[src/rtl/firfp_pkg.sv]
package firfp_pkg;

    localparam int VALUE_W = 16;
    localparam int IDX_W   = 8;
    localparam int TAPS_W  = 9;
    localparam int OUT_W   = 40;

    localparam logic REQ_SAMPLE = 1'b0;
    localparam logic REQ_COEF   = 1'b1;

    localparam logic [TAPS_W-1:0] TAPS_RESET = TAPS_W'(1);

    typedef struct packed {
        logic              shift;
        logic              coef_wr;
        logic [IDX_W-1:0]  coef_idx;
        logic [TAPS_W-1:0] taps;
        logic              advance;
    } cell_ctrl_t;

endpackage

[src/rtl/firfp_cell.sv]
module firfp_cell
    import firfp_pkg::*;
#(
    parameter int SAMPLE_BITS = 16,
    parameter int ACC_W       = 40,
    parameter int TAP_INDEX   = 0
) (
    input  logic                          aclk,
    input  logic                          aresetn,
    input  cell_ctrl_t                    ctrl,
    input  logic signed [SAMPLE_BITS-1:0] load_value,
    input  logic signed [SAMPLE_BITS-1:0] sample_in,
    output logic signed [SAMPLE_BITS-1:0] sample_out,
    input  logic                          token_in,
    input  logic signed [ACC_W-1:0]       sum_in,
    output logic                          token_out,
    output logic signed [ACC_W-1:0]       sum_out
);

    localparam int PROD_W = 2 * SAMPLE_BITS;

    logic signed [SAMPLE_BITS-1:0] sample_reg, sample_next;
    logic signed [SAMPLE_BITS-1:0] coef_reg, coef_next;
    logic signed [PROD_W-1:0]      prod_reg, prod_next;
    logic                          token_reg, token_next;
    logic signed [ACC_W-1:0]       sum_reg, sum_next;
    logic                          tap_en;
    logic                          coef_hit;

    assign tap_en   = int'(ctrl.taps) > TAP_INDEX;
    assign coef_hit = ctrl.coef_wr && (int'(ctrl.coef_idx) == TAP_INDEX);

    always_comb begin
        sample_next = ctrl.shift ? sample_in : sample_reg;
        coef_next   = coef_hit ? load_value : coef_reg;
        prod_next   = sample_reg * coef_reg;
        token_next  = ctrl.advance ? token_in : token_reg;
        sum_next    = sum_reg;
        if (ctrl.advance && token_in) begin
            sum_next = tap_en ? sum_in + ACC_W'(prod_reg) : sum_in;
        end
    end

    always_ff @(posedge aclk) begin
        if (!aresetn) begin
            sample_reg <= '0;
            coef_reg   <= '0;
            token_reg  <= 1'b0;
        end else begin
            sample_reg <= sample_next;
            coef_reg   <= coef_next;
            token_reg  <= token_next;
        end
        prod_reg <= prod_next;
        sum_reg  <= sum_next;
    end

    assign sample_out = sample_reg;
    assign token_out  = token_reg;
    assign sum_out    = sum_reg;

endmodule

[config.mk]
export PLATFORM = sky130hd
export DESIGN_NAME = firfp_cell
export DESIGN_NICKNAME = d
export VERILOG_FILES = /design/src/rtl/firfp_pkg.sv /design/src/rtl/firfp_cell.sv
export SDC_FILE = /design/constraint.sdc
export NUM_CORES = 1
export LEC_CHECK = 0
export BUFFER_PORTS_ARGS = -buffer_cell sky130_fd_sc_hd__clkbuf_2
export CORE_AREA = 2 2 178 180
export CTS_CLUSTER_DIAMETER = 40
export DETAILED_ROUTE_END_ITERATION = 8
export DIE_AREA = 0 0 180 182
export HOLD_SLACK_MARGIN = 0.08
export PLACE_DENSITY_LB_ADDON = 0.25
export SYNTH_ARGS = -nofsm -noshare
export SYNTH_HDL_FRONTEND = slang
export SYNTH_SLANG_ARGS = --single-unit
[constraint.sdc]
create_clock -name aclk -period 6.15 [get_ports aclk]
set_clock_uncertainty 0.05 [all_clocks]
set_input_delay 0.3075 -clock aclk [delete_from_list [all_inputs] [get_ports aclk]]
set_output_delay 0.3075 -clock aclk [all_outputs]
set_load 0.005 [all_outputs]
==> out/qor.txt, run 1 <==
Nets = 2273
Crit-path slowest cell = fa_1
Status = complete, no violations
Post-Synthesis Cells = 1624
Seq/Total Area, Yosys = 16.4%
Antenna cell count = 0
Chip width = 180 um
Relative slew slack = 37.1%
Area fraction of the dominant cell type after synthesis = 34.5%
Largest cells by area after synthesis = fa_1 (35%), ha_1 (9.9%), dfxtp_1 (8.5%)
Antenna Nets Post-Route = 0
Crit Path Category = reg2reg
Port buffer count = 151
Most common cell after layout, fill and taps aside = inv_1
Post-CTS Setup Inserts = 0
Synth area leader = fa_1
P&R area growth vs syn = 12.6%
RSZ-0062 raised after global routing = true
Sw frac = 25.8%
Worst path required time = 6.35 ns
Iter 0 DRT Violations = 581
EDFF count, synth = 40
Cts-stage hold buffer count = 0
Global-route wire length before repair = 58.9 mm
Post-synthesis net count = 2103
Vias in the first global route = 11.7k
Largest net degree at the start of global routing = 49
Die area = 0.0328 sq mm
Fmax = 169 MHz
Sequential power share = 49.8%
CTS tree = built
Crit path max-delay family = adder cells
Commonest cells after routing, fill and taps aside = inv_1 (297), fa_1 (261), nand2_1 (165)
Worst EP arrival = 6.11 ns
RR Endpoint = prod_reg[27]
Fin. Hold Viols = 0
Number of max-cap violations = 0
Power share of the combinational group = 12.1%
Most common flop cell mapped by yosys = dfxtp_1
Synth Cell Area = 0.0153 sq mm
Final Cycle Share = 96.2%
Post-Route Utilization = 55.5%
Slew @ Worst Pin = 0.943 ns
CP cell instances = and2_1 -> fa_1 -> inv_1 -> fa_1 -> fa_1 -> inv_1 -> fa_1 -> fa_1 -> inv_1 -> fa_1 -> inv_1 -> ha_1 -> and3_1 -> and2_1 -> a221o_1 -> a21o_1 -> a31oi_4 -> inv_1 -> a21oi_2 -> o21ai_0 -> xor2_1
R2R depth = 21
Fin. max-slew vios = 0
Reg-to-Reg Start = coef_reg[2]
Reg clk slew, reported paths = 0.07 ns
Grt ovf = 0
Worst-Skew Late Latency = 0.37 ns
Design Area, Final = 0.0172 sq mm
Pre-Repair DR Iteration Count = 5
CP max FO = 9
Vias/cell = 5.11
Starting Density = 49.3%
VDD IR max = 0.105 mV
Most used cell, CP = fa_1
Routed wire length = 35.2 mm
Clock power share = 38.2%
DP Wirelength = 29.7 mm
Seq cells post-synth = 105
Yosys warns = 0
Placed Area = 0.0168 sq mm
FILL cells = 2803
Reg-to-reg slack, setup = 0.23 ns
H-tree levels = 3
Leakage = 0.00893 uW
Top Ports = 152
Avg Inst Size Synth = 9.40 sq um
# DRC = 0
HP Class = in2reg
Std-Cell Rows = 65
Layout cells sized above 1 = 15.0%
P_int = 1140 uW
GPL Wtd Cong = 0.925
Library cells used by synthesis = 60
Net switching power = 397 uW
Post-layout min period = 5.92 ns
Clk sinks = 105
Crit start category = flip-flop
Worst path bufs/invs = 5
Via Count = 11.2k
Initial antenna violation count = 0
Max stage delay on crit path = 0.57 ns
Die Height = 182 um
Total GRT Usage = 22.3%
Hold path start = load_value[14]
Worst Hold Depth = 3
Ys async rst share = 0%
CTS root buf = clkbuf_16
Setup violators final = 0
Crit end category = flip-flop
Max FFs per register = 40
Power per Cell Area = 89.5 mW/mm^2
Hold Path Sink = coef_reg[14]
Core footprint = 0.0310 sq mm
CTS buffer count = 9
Drt wl/cell = 16.0 um
Clk buf depth = 2
Total Power = 1540 uW
[cell usage after synthesis (5+ instances only)]
master,count
ha_1,121
nand3_1,7
and2_1,131
xor2_1,23
a21oi_1,74
fa_1,263
mux2i_1,37
a21o_1,29
nand4_1,7
nor3_1,12
edfxtp_1,40
clkbuf_1,50
xnor2_1,43
o21bai_1,8
a211oi_1,9
nand2b_1,10
o21a_1,11
a31oi_1,8
o21ai_0,43
nand2_1,166
inv_1,297
nor2b_1,41
nor2_1,70
dfxtp_1,65
o211ai_1,5
[worst max path at each step]
stage | depth (start not counted) | startpoint | to | slack, ns
6_report | 21 | coef_reg[2] | prod_reg[27] | 0.23
5_1_grt | 21 | coef_reg[2] | prod_reg[27] | -0.01
4_1_cts | 23 | coef_reg[3] | prod_reg[30] | 0.02
3_5_place_dp | 21 | coef_reg[5] | prod_reg[31] | -0.05
3_3_place_gp | 23 | coef_reg[2] | prod_reg[30] | 0.04
2_1_floorplan | 20 | sample_out[15] | prod_reg[30] | 0.11
[final cells by class]
class                   count  area [sq um]  area share [%]
well taps                 402           503            2.93
clock buffers              13           272            1.58
flip-flops and latches    105          2540            14.8
clock inverters             3          22.5           0.131
multi-input cells        1169         11500            66.8
inverters                 297          1110            6.49
repair buffers            212          1240            7.22
[kinds of logic after synthesis]
logic type      after synthesis  synth area share, %
fa+ha+maj                   384                 44.4
flops                       105                 16.4
simple gates                460                 14.9
mux                          37                 2.43
compound gates              222                 9.36
buf+inv                     350                 8.67
xor+xnor                     66                 3.79
[per-stage QoR]
stage,instances,setup TNS [ns],hold slack [ns],worst slack [ns]
floorplan,1624,0,0.386,0.112
global placement,2185,0,0.506,0.0399
detailed placement,2185,-0.0727,0.507,-0.0454
CTS,2201,0,0.133,0.0173
global route,2201,-0.0125,0.153,-0.00952
finish,2201,0,0.147,0.233
[power groups by stage]
| stage | Clock, uW | Combinational [uW] | Sequential (uW) |
|---|---|---|---|
| finish | 587 | 186 | 766 |
| CTS | 605 | 186 | 767 |
| floorplan | 0 | 97.6 | 773 |
| global placement | 0 | 183 | 782 |
| detailed placement | 0 | 185 | 783 |
| global route | 632 | 207 | 769 |
[metal layers]
metal | part of all wire, % | global-route usage (%) | vias up
met4 | 1.6 | 5.69 | 0
met3 | 4.9 | 2.99 | 37
met5 | 0 | 0 | -
li1 | - | - | 5441
met2 | 46 | 36.5 | 279
met1 | 48 | 31.5 | 5483
[worst min-delay path: cells and delay by family]
kind	cells	cell delay (ns)
mux	1	0.05
simple gates	1	0.09
buf+inv	1	0.07
[timing repair]
item / CTS / global route
pin swaps: 0 / 2
endpoints found under the hold margin: 0 / 0
cloned: 0 / 0
gates resized for setup: 4 / 45
setup endpoints to repair: 4 / 11
No activity file was read; power rests on OpenSTA's default activity.
==> inputs of run 2 (changes only) <==
--- a/config.mk
+++ b/config.mk
@@ -6,10 +6,10 @@
 export NUM_CORES = 1
 export LEC_CHECK = 0
 export BUFFER_PORTS_ARGS = -buffer_cell sky130_fd_sc_hd__clkbuf_2
-export CORE_AREA = 2 2 178 180
+export CORE_AREA = 2 2 170 172
 export CTS_CLUSTER_DIAMETER = 40
 export DETAILED_ROUTE_END_ITERATION = 8
-export DIE_AREA = 0 0 180 182
+export DIE_AREA = 0 0 172 174
 export HOLD_SLACK_MARGIN = 0.08
 export PLACE_DENSITY_LB_ADDON = 0.25
 export SYNTH_ARGS = -nofsm -noshare
==> run 2 against run 1 <==
Against the previous run:
- routed wire length shrank 0.21%
- largest power group unchanged
- sequential power is essentially flat
- critical path depth is the same
- combinational power grew 3%
- clock power grew 9.2%
- die area shrank 8.6%
- count of clock-buffer cells in the layout shrank 2
- total power grew 3.8%
- global-route usage grew 2.6 points
==> out/qor.txt, run 2 (synthesis results as in run 1) <==
Drt wl/cell = 16.0 um (+0.39%)
Hold path start = load_value[4]
Final cell count without fillers = 2188 (-0.59%)
Worst path bufs/invs = 5 (unchanged)
Via Count = 11.2k (+0.080%)
Vias in the first global route = 11.9k (+1.8%)
Antenna Nets Post-Route = 0 (unchanged)
P&R area growth vs syn = 13.0%
Crit path max-delay family = adder cells
Setup violators final = 0 (unchanged)
Cts-stage hold buffer count = 0 (unchanged)
DP Wirelength = 29.3 mm (-1.4%)
Max stage delay on crit path = 0.55 ns (-0.02 ns)
Crit Path Category = reg2reg
Final Cycle Share = 96.4% (+0.15 points)
Core footprint = 0.0282 sq mm (-8.9%)
Dpl cells = 2172 (-0.59%)
Reg clk slew, reported paths = 0.08 ns (about the same)
Status = complete, no violations
Die area = 0.0299 sq mm (-8.6%)
Routed wire length = 35.1 mm (-0.21%)
Setup TNS = 0 ns (unchanged)
Initial antenna violation count = 0 (unchanged)
Most common cell after layout, fill and taps aside = inv_1
Power per Cell Area = 92.6 mW/mm^2 (+3.4%)
Worst EP arrival = 6.13 ns (+0.02 ns)
Grt ovf = 0 (unchanged)
GPL Wtd Cong = 0.897 (-3.1%)
Reg-to-reg slack, setup = 0.22 ns (about the same)
Reg-to-Reg Start = coef_reg[10]
Die Height = 174 um (-4.4%)
Port buffer count = 151 (unchanged)
RR Endpoint = prod_reg[27]
Iter 0 DRT Violations = 751 (+29%)
CP max FO = 8 (-1)
Leakage = 0.00898 uW (+0.60%)
CTS root buf = clkbuf_16
Crit end category = flip-flop
Pre-Repair DR Iteration Count = 5 (unchanged)
CP cell instances = buf_4 -> nand2_1 -> fa_1 -> inv_1 -> fa_1 -> fa_1 -> fa_1 -> fa_1 -> inv_1 -> fa_1 -> inv_1 -> ha_1 -> a21o_1 -> a21oi_1 -> o21ai_0 -> a21o_1 -> a31oi_4 -> inv_1 -> a21oi_1 -> o21ai_0 -> xor2_1
Layout cells sized above 1 = 15.0% (-0.042 points)
Slew @ Worst Pin = 1.09 ns (+0.144 ns)
Clk sinks = 105 (unchanged)
Worst-Skew Late Latency = 0.37 ns (about the same)
Hold Path Sink = coef_reg[4]
Number of max-cap violations = 0 (unchanged)
Post-CTS Setup Inserts = 0 (unchanged)
CTS buffer count = 9 (unchanged)
CP Launch Point = coef_reg[10]
CTS tree = built
Crit start category = flip-flop
HP Class = in2reg
R2R depth = 21 (unchanged)
VDD IR max = 0.102 mV (-3.1%)
Max FFs per register = 40 (unchanged)
Top Ports = 152 (unchanged)
Worst hold slack = 0.138 ns (-0.00876 ns)
Largest net degree at the start of global routing = 49 (unchanged)
# DRC = 0 (unchanged)
Total GRT Usage = 24.9% (+2.6 points)
H-tree levels = 3 (unchanged)
Most used cell, CP = fa_1
FILL cells = 2486 (-11%)
Starting Density = 54.0% (+4.8 points)
Nets = 2278 (+0.22%)
Global-route wire length before repair = 59.0 mm (about the same)
Post-layout min period = 5.93 ns (+0.00925 ns)
Fmax = 169 MHz (-0.16%)
Antenna cell count = 0 (unchanged)
Clk buf depth = 2 (unchanged)
Chip width = 172 um (-4.4%)
Crit-path slowest cell = fa_1
Fin. Hold Viols = 0 (unchanged)
Fin. max-slew vios = 0 (unchanged)
Worst path required time = 6.35 ns (about the same)
Worst Hold Depth = 3 (unchanged)
Std-Cell Rows = 62 (-4.6%)
Vias/cell = 5.14 (+0.67%)
Commonest cells after routing, fill and taps aside = inv_1 (297), fa_1 (263), nand2_1 (165)
Relative slew slack = 27.1% (-10 points)
## run 2: changes by cell type in the layout (fill, tap and decap cells not counted), moves of 3 or more
cell	delta
buf_6	-4
dfxtp_1	+3
buf_12	+3
dfxtp_2	-3
buf_4	+6
## run 2: repair_timing
action,CTS,global route
endpoints found under the setup margin,5,10
pin swaps,0,1
resized for setup,5,31
## run 2: metal layers
metal | share of wire (%) | GRT usage [%]
met1 | 46 | 35.1
met2 | 46 | 40.0
met3 | 5.4 | 3.80
met4 | 2.3 | 7.21
met5 | 0 | 0
## run 2: metrics by stage
step / utilization, % / setup slack (ns) / area (sq um) / total power [uW]
after CTS: 60.8 / 0.00390 / 17200 / 1610
after global routing: 61.1 / -0.0150 / 17300 / 1660
after detailed placement: 59.6 / -0.105 / 16800 / 972
final: 61.1 / 0.223 / 17300 / 1600
after global placement: 59.6 / 0.0370 / 16800 / 968
after floorplan: - / 0.112 / 15300 / 871
## run 2: cell type report
cell class	instances	area, sq um	area share [%]
Clock inverter	5	65.1	0.377
Timing Repair Buffer	217	1300	7.54
Inverter	297	1110	6.46
Multi-Input combinational cell	1169	11500	66.6
Clock buffer	11	264	1.53
Tap cell	384	480	2.79
Sequential cell	105	2540	14.7
## run 2: how the worst max path moves through the flow
stage	depth (start not counted)	slack [ns]	endpoint
floorplan	20	0.11	prod_reg[30]
global placement	23	0.04	prod_reg[30]
CTS	21	0.004	prod_reg[27]
finish	21	0.22	prod_reg[27]
detailed placement	23	-0.11	prod_reg[30]
global route	23	-0.02	prod_reg[30]
## run 2: power by group
part           leakage (uW)  internal (uW)  switching [uW]  total [uW]
Combinational       0.00790           88.5             103         191
Sequential         0.000912            742            21.9         764
Clock              0.000164            357             284         641
## run 2: tightest hold or removal path, stage by stage
cell and delay, ns:
clkbuf_2 0.08, mux2i_1 0.05, nor2b_1 0.09
==> inputs of run 3 (changes only) <==
==> constraint.sdc (replaced) <==
create_clock -name aclk -period 5.55 [get_ports aclk]
set_clock_uncertainty 0.05 [all_clocks]
set_input_delay 0.2775 -clock aclk [delete_from_list [all_inputs] [get_ports aclk]]
set_output_delay 0.2775 -clock aclk [all_outputs]
set_load 0.005 [all_outputs]
==> run 3 against run 2 <==
Against the previous run:
- the run now ends with negative setup slack left
- sequential power rose by 9.9%
- hold slack got worse by 0.033 ns
- via count rose by 3.9%
- non-clock buffer count rose by 99
- critical path depth did not move
- register-to-register slack got worse by 0.37 ns
- count of clock-buffer cells in the layout rose by 1
==> out/qor.txt, run 3 (synthesis results as in run 1) <==
Clk sinks = 105 (unchanged)
Status = finished, violations left
CP max FO = 5 (-3)
Post-layout min period = 5.70 ns (-0.232 ns)
Worst Hold Depth = 3 (unchanged)
Crit end category = flip-flop
Via Count = 11.7k (+3.9%)
Max FFs per register = 40 (unchanged)
Final Cycle Share = 103% (+6.2 points)
R2R depth = 21 (unchanged)
Die Height = 174 um (unchanged)
Commonest cells after routing, fill and taps aside = inv_1 (277), fa_1 (240), nand2_1 (160)
FILL cells = 2353 (-5.3%)
Layout cells sized above 1 = 24.4% (+9.4 points)
Crit-path slowest cell = fa_1
Reg-to-Reg Start = sample_out[7]
Crit start category = flip-flop
GPL Wtd Cong = 0.892 (-0.49%)
Worst EP arrival = 5.91 ns (-0.22 ns)
Clk buf depth = 2 (unchanged)
VDD IR max = 0.113 mV (+11%)
Reg area = 0.00259 sq mm (+2.1%)
P&R area growth vs syn = 21.0%
Crit Path Category = reg2reg
Power per Cell Area = 99.1 mW/mm^2 (+7.1%)
Worst path required time = 5.76 ns (-0.59 ns)
H-tree levels = 3 (unchanged)
Setup TNS = -0.391 ns (-0.391 ns)
Top Ports = 152 (unchanged)
Reg clk slew, reported paths = 0.08 ns (about the same)
Nets = 2377 (+4.3%)
Relative slew slack = 22.5% (-4.7 points)
Vias/cell = 5.11 (-0.60%)
Total GRT Usage = 24.9% (about the same)
Leakage = 0.00954 uW (+6.2%)
Placed Area = 0.0174 sq mm (+3.6%)
Antenna Nets Post-Route = 0 (unchanged)
Cts-stage hold buffer count = 0 (unchanged)
Fin. Hold Viols = 0 (unchanged)
CTS tree = built
Number of max-cap violations = 0 (unchanged)
Drt wl/cell = 15.7 um (-2.4%)
Std-Cell Rows = 62 (unchanged)
Hold path start = load_value[7]
DP Wirelength = 29.5 mm (+0.91%)
Worst-Skew Late Latency = 0.37 ns (about the same)
Antenna cell count = 0 (unchanged)
Failing checks = negative setup slack
Final worst slack = -0.145 ns (-0.368 ns)
HP Class = in2reg
Port buffer count = 151 (unchanged)
Fin. max-slew vios = 0 (unchanged)
Most used cell, CP = fa_1
CTS root buf = clkbuf_16
Fmax = 176 MHz (+4.1%)
Initial antenna violation count = 0 (unchanged)
CTS buffer count = 9 (unchanged)
CP Launch Point = sample_out[7]
Core footprint = 0.0282 sq mm (unchanged)
Vias in the first global route = 12.1k (+1.6%)
# DRC = 0 (unchanged)
Iter 0 DRT Violations = 685 (-8.8%)
Pre-Repair DR Iteration Count = 5 (unchanged)
Die area = 0.0299 sq mm (unchanged)
Grt ovf = 0 (unchanged)
Global-route wire length before repair = 59.3 mm (+0.55%)
Routed wire length = 35.8 mm (+2.0%)
Max stage delay on crit path = 0.55 ns (about the same)
Area occupied by multi-input gates = 0.0118 sq mm (+3.2%)
Chip width = 172 um (unchanged)
CP cell instances = buf_6 -> nand2_4 -> fa_1 -> inv_2 -> fa_1 -> fa_1 -> fa_1 -> fa_1 -> inv_1 -> fa_1 -> inv_2 -> ha_4 -> and3_4 -> and2_4 -> a221o_1 -> a21o_1 -> a31oi_4 -> o211a_1 -> o21bai_1 -> a21oi_1 -> xnor2_1
Slew @ Worst Pin = 1.16 ns (+0.0696 ns)
Largest net degree at the start of global routing = 49 (unchanged)
Design Area, Final = 0.0185 sq mm (+7.0%)
RSZ-0062 raised after global routing = true
Setup violators final = 6 (+6)
Most common cell after layout, fill and taps aside = inv_1
Starting Density = 54.0% (unchanged)
run 3: cell count changes in the layout (fill, tap and decap cells not counted), sizes merged:
cell,before,now
clkinv,1,0
buf,66,165
clkbuf,162,163
run 3: worst max-delay path, delay by kind of cell, from the launching register on:
family / cells / cell delay, ns
adders and majority gates: 7 / 3.22
AOI/OAI and AO/OA: 6 / 1.15
DFF: 1 / 0.40
and+or+nand+nor: 3 / 0.38
buffers and inverters: 4 / 0.29
xor gates and xnor gates: 1 / 0.09
run 3: stage by stage:
step / hold WS, ns / total power [uW] / cells / worst slack [ns] / utilization [%]
2_1_floorplan: 0.356 / 976 / 1624 / -0.000740 / -
3_5_place_dp: 0.490 / 1090 / 2243 / -0.350 / 61.8
3_3_place_gp: 0.483 / 1080 / 2243 / -0.234 / 61.8
4_1_cts: 0.102 / 1840 / 2272 / -0.138 / 64.1
5_1_grt: 0.112 / 1900 / 2287 / -0.331 / 65.4
6_report: 0.105 / 1830 / 2287 / -0.145 / 65.4
run 3: metal layers:
metal  up-vias  share of wire, %  GRT usage, %
met3        37               5.5          3.51
met2       311                47          41.2
met1      5676                46          34.8
met5         -                 0             0
met4         0               1.7          6.13
li1       5663                 -             -
run 3: where the power goes:
| group | internal [uW] | leakage, uW | switching (uW) |
|---|---|---|---|
| clock | 425 | 0.000174 | 321 |
| sequential | 817 | 0.000921 | 23.0 |
| combinational | 121 | 0.00844 | 123 |
run 3: path summary, 6_finish.rpt:
kind / end / slack, ns
worst max-delay path: prod_reg[31] / -0.15
worst min-delay path: coef_reg[7] / 0.10
worst max register to register: prod_reg[31] / -0.15
worst min register to register: token_out / 0.54
run 3: final cells by class:
cell class | instances | area share [%]
multi-input combinational | 1169 | 64.2
sequential | 105 | 14.1
timing repair buffer | 316 | 11.2
inverter | 297 | 6.04
tap | 384 | 2.60
clock buffer | 12 | 1.57
clock inverter | 4 | 0.332
run 3: timing repair:
| action | 4_1_cts | 5_1_grt |
|---|---|---|
| gates cloned | 0 | 0 |
| setup endpoints to repair | 13 | 13 |
| gates resized for setup | 68 | 72 |
| pin swaps | 42 | 35 |
| buffers inserted | 13 | 15 |
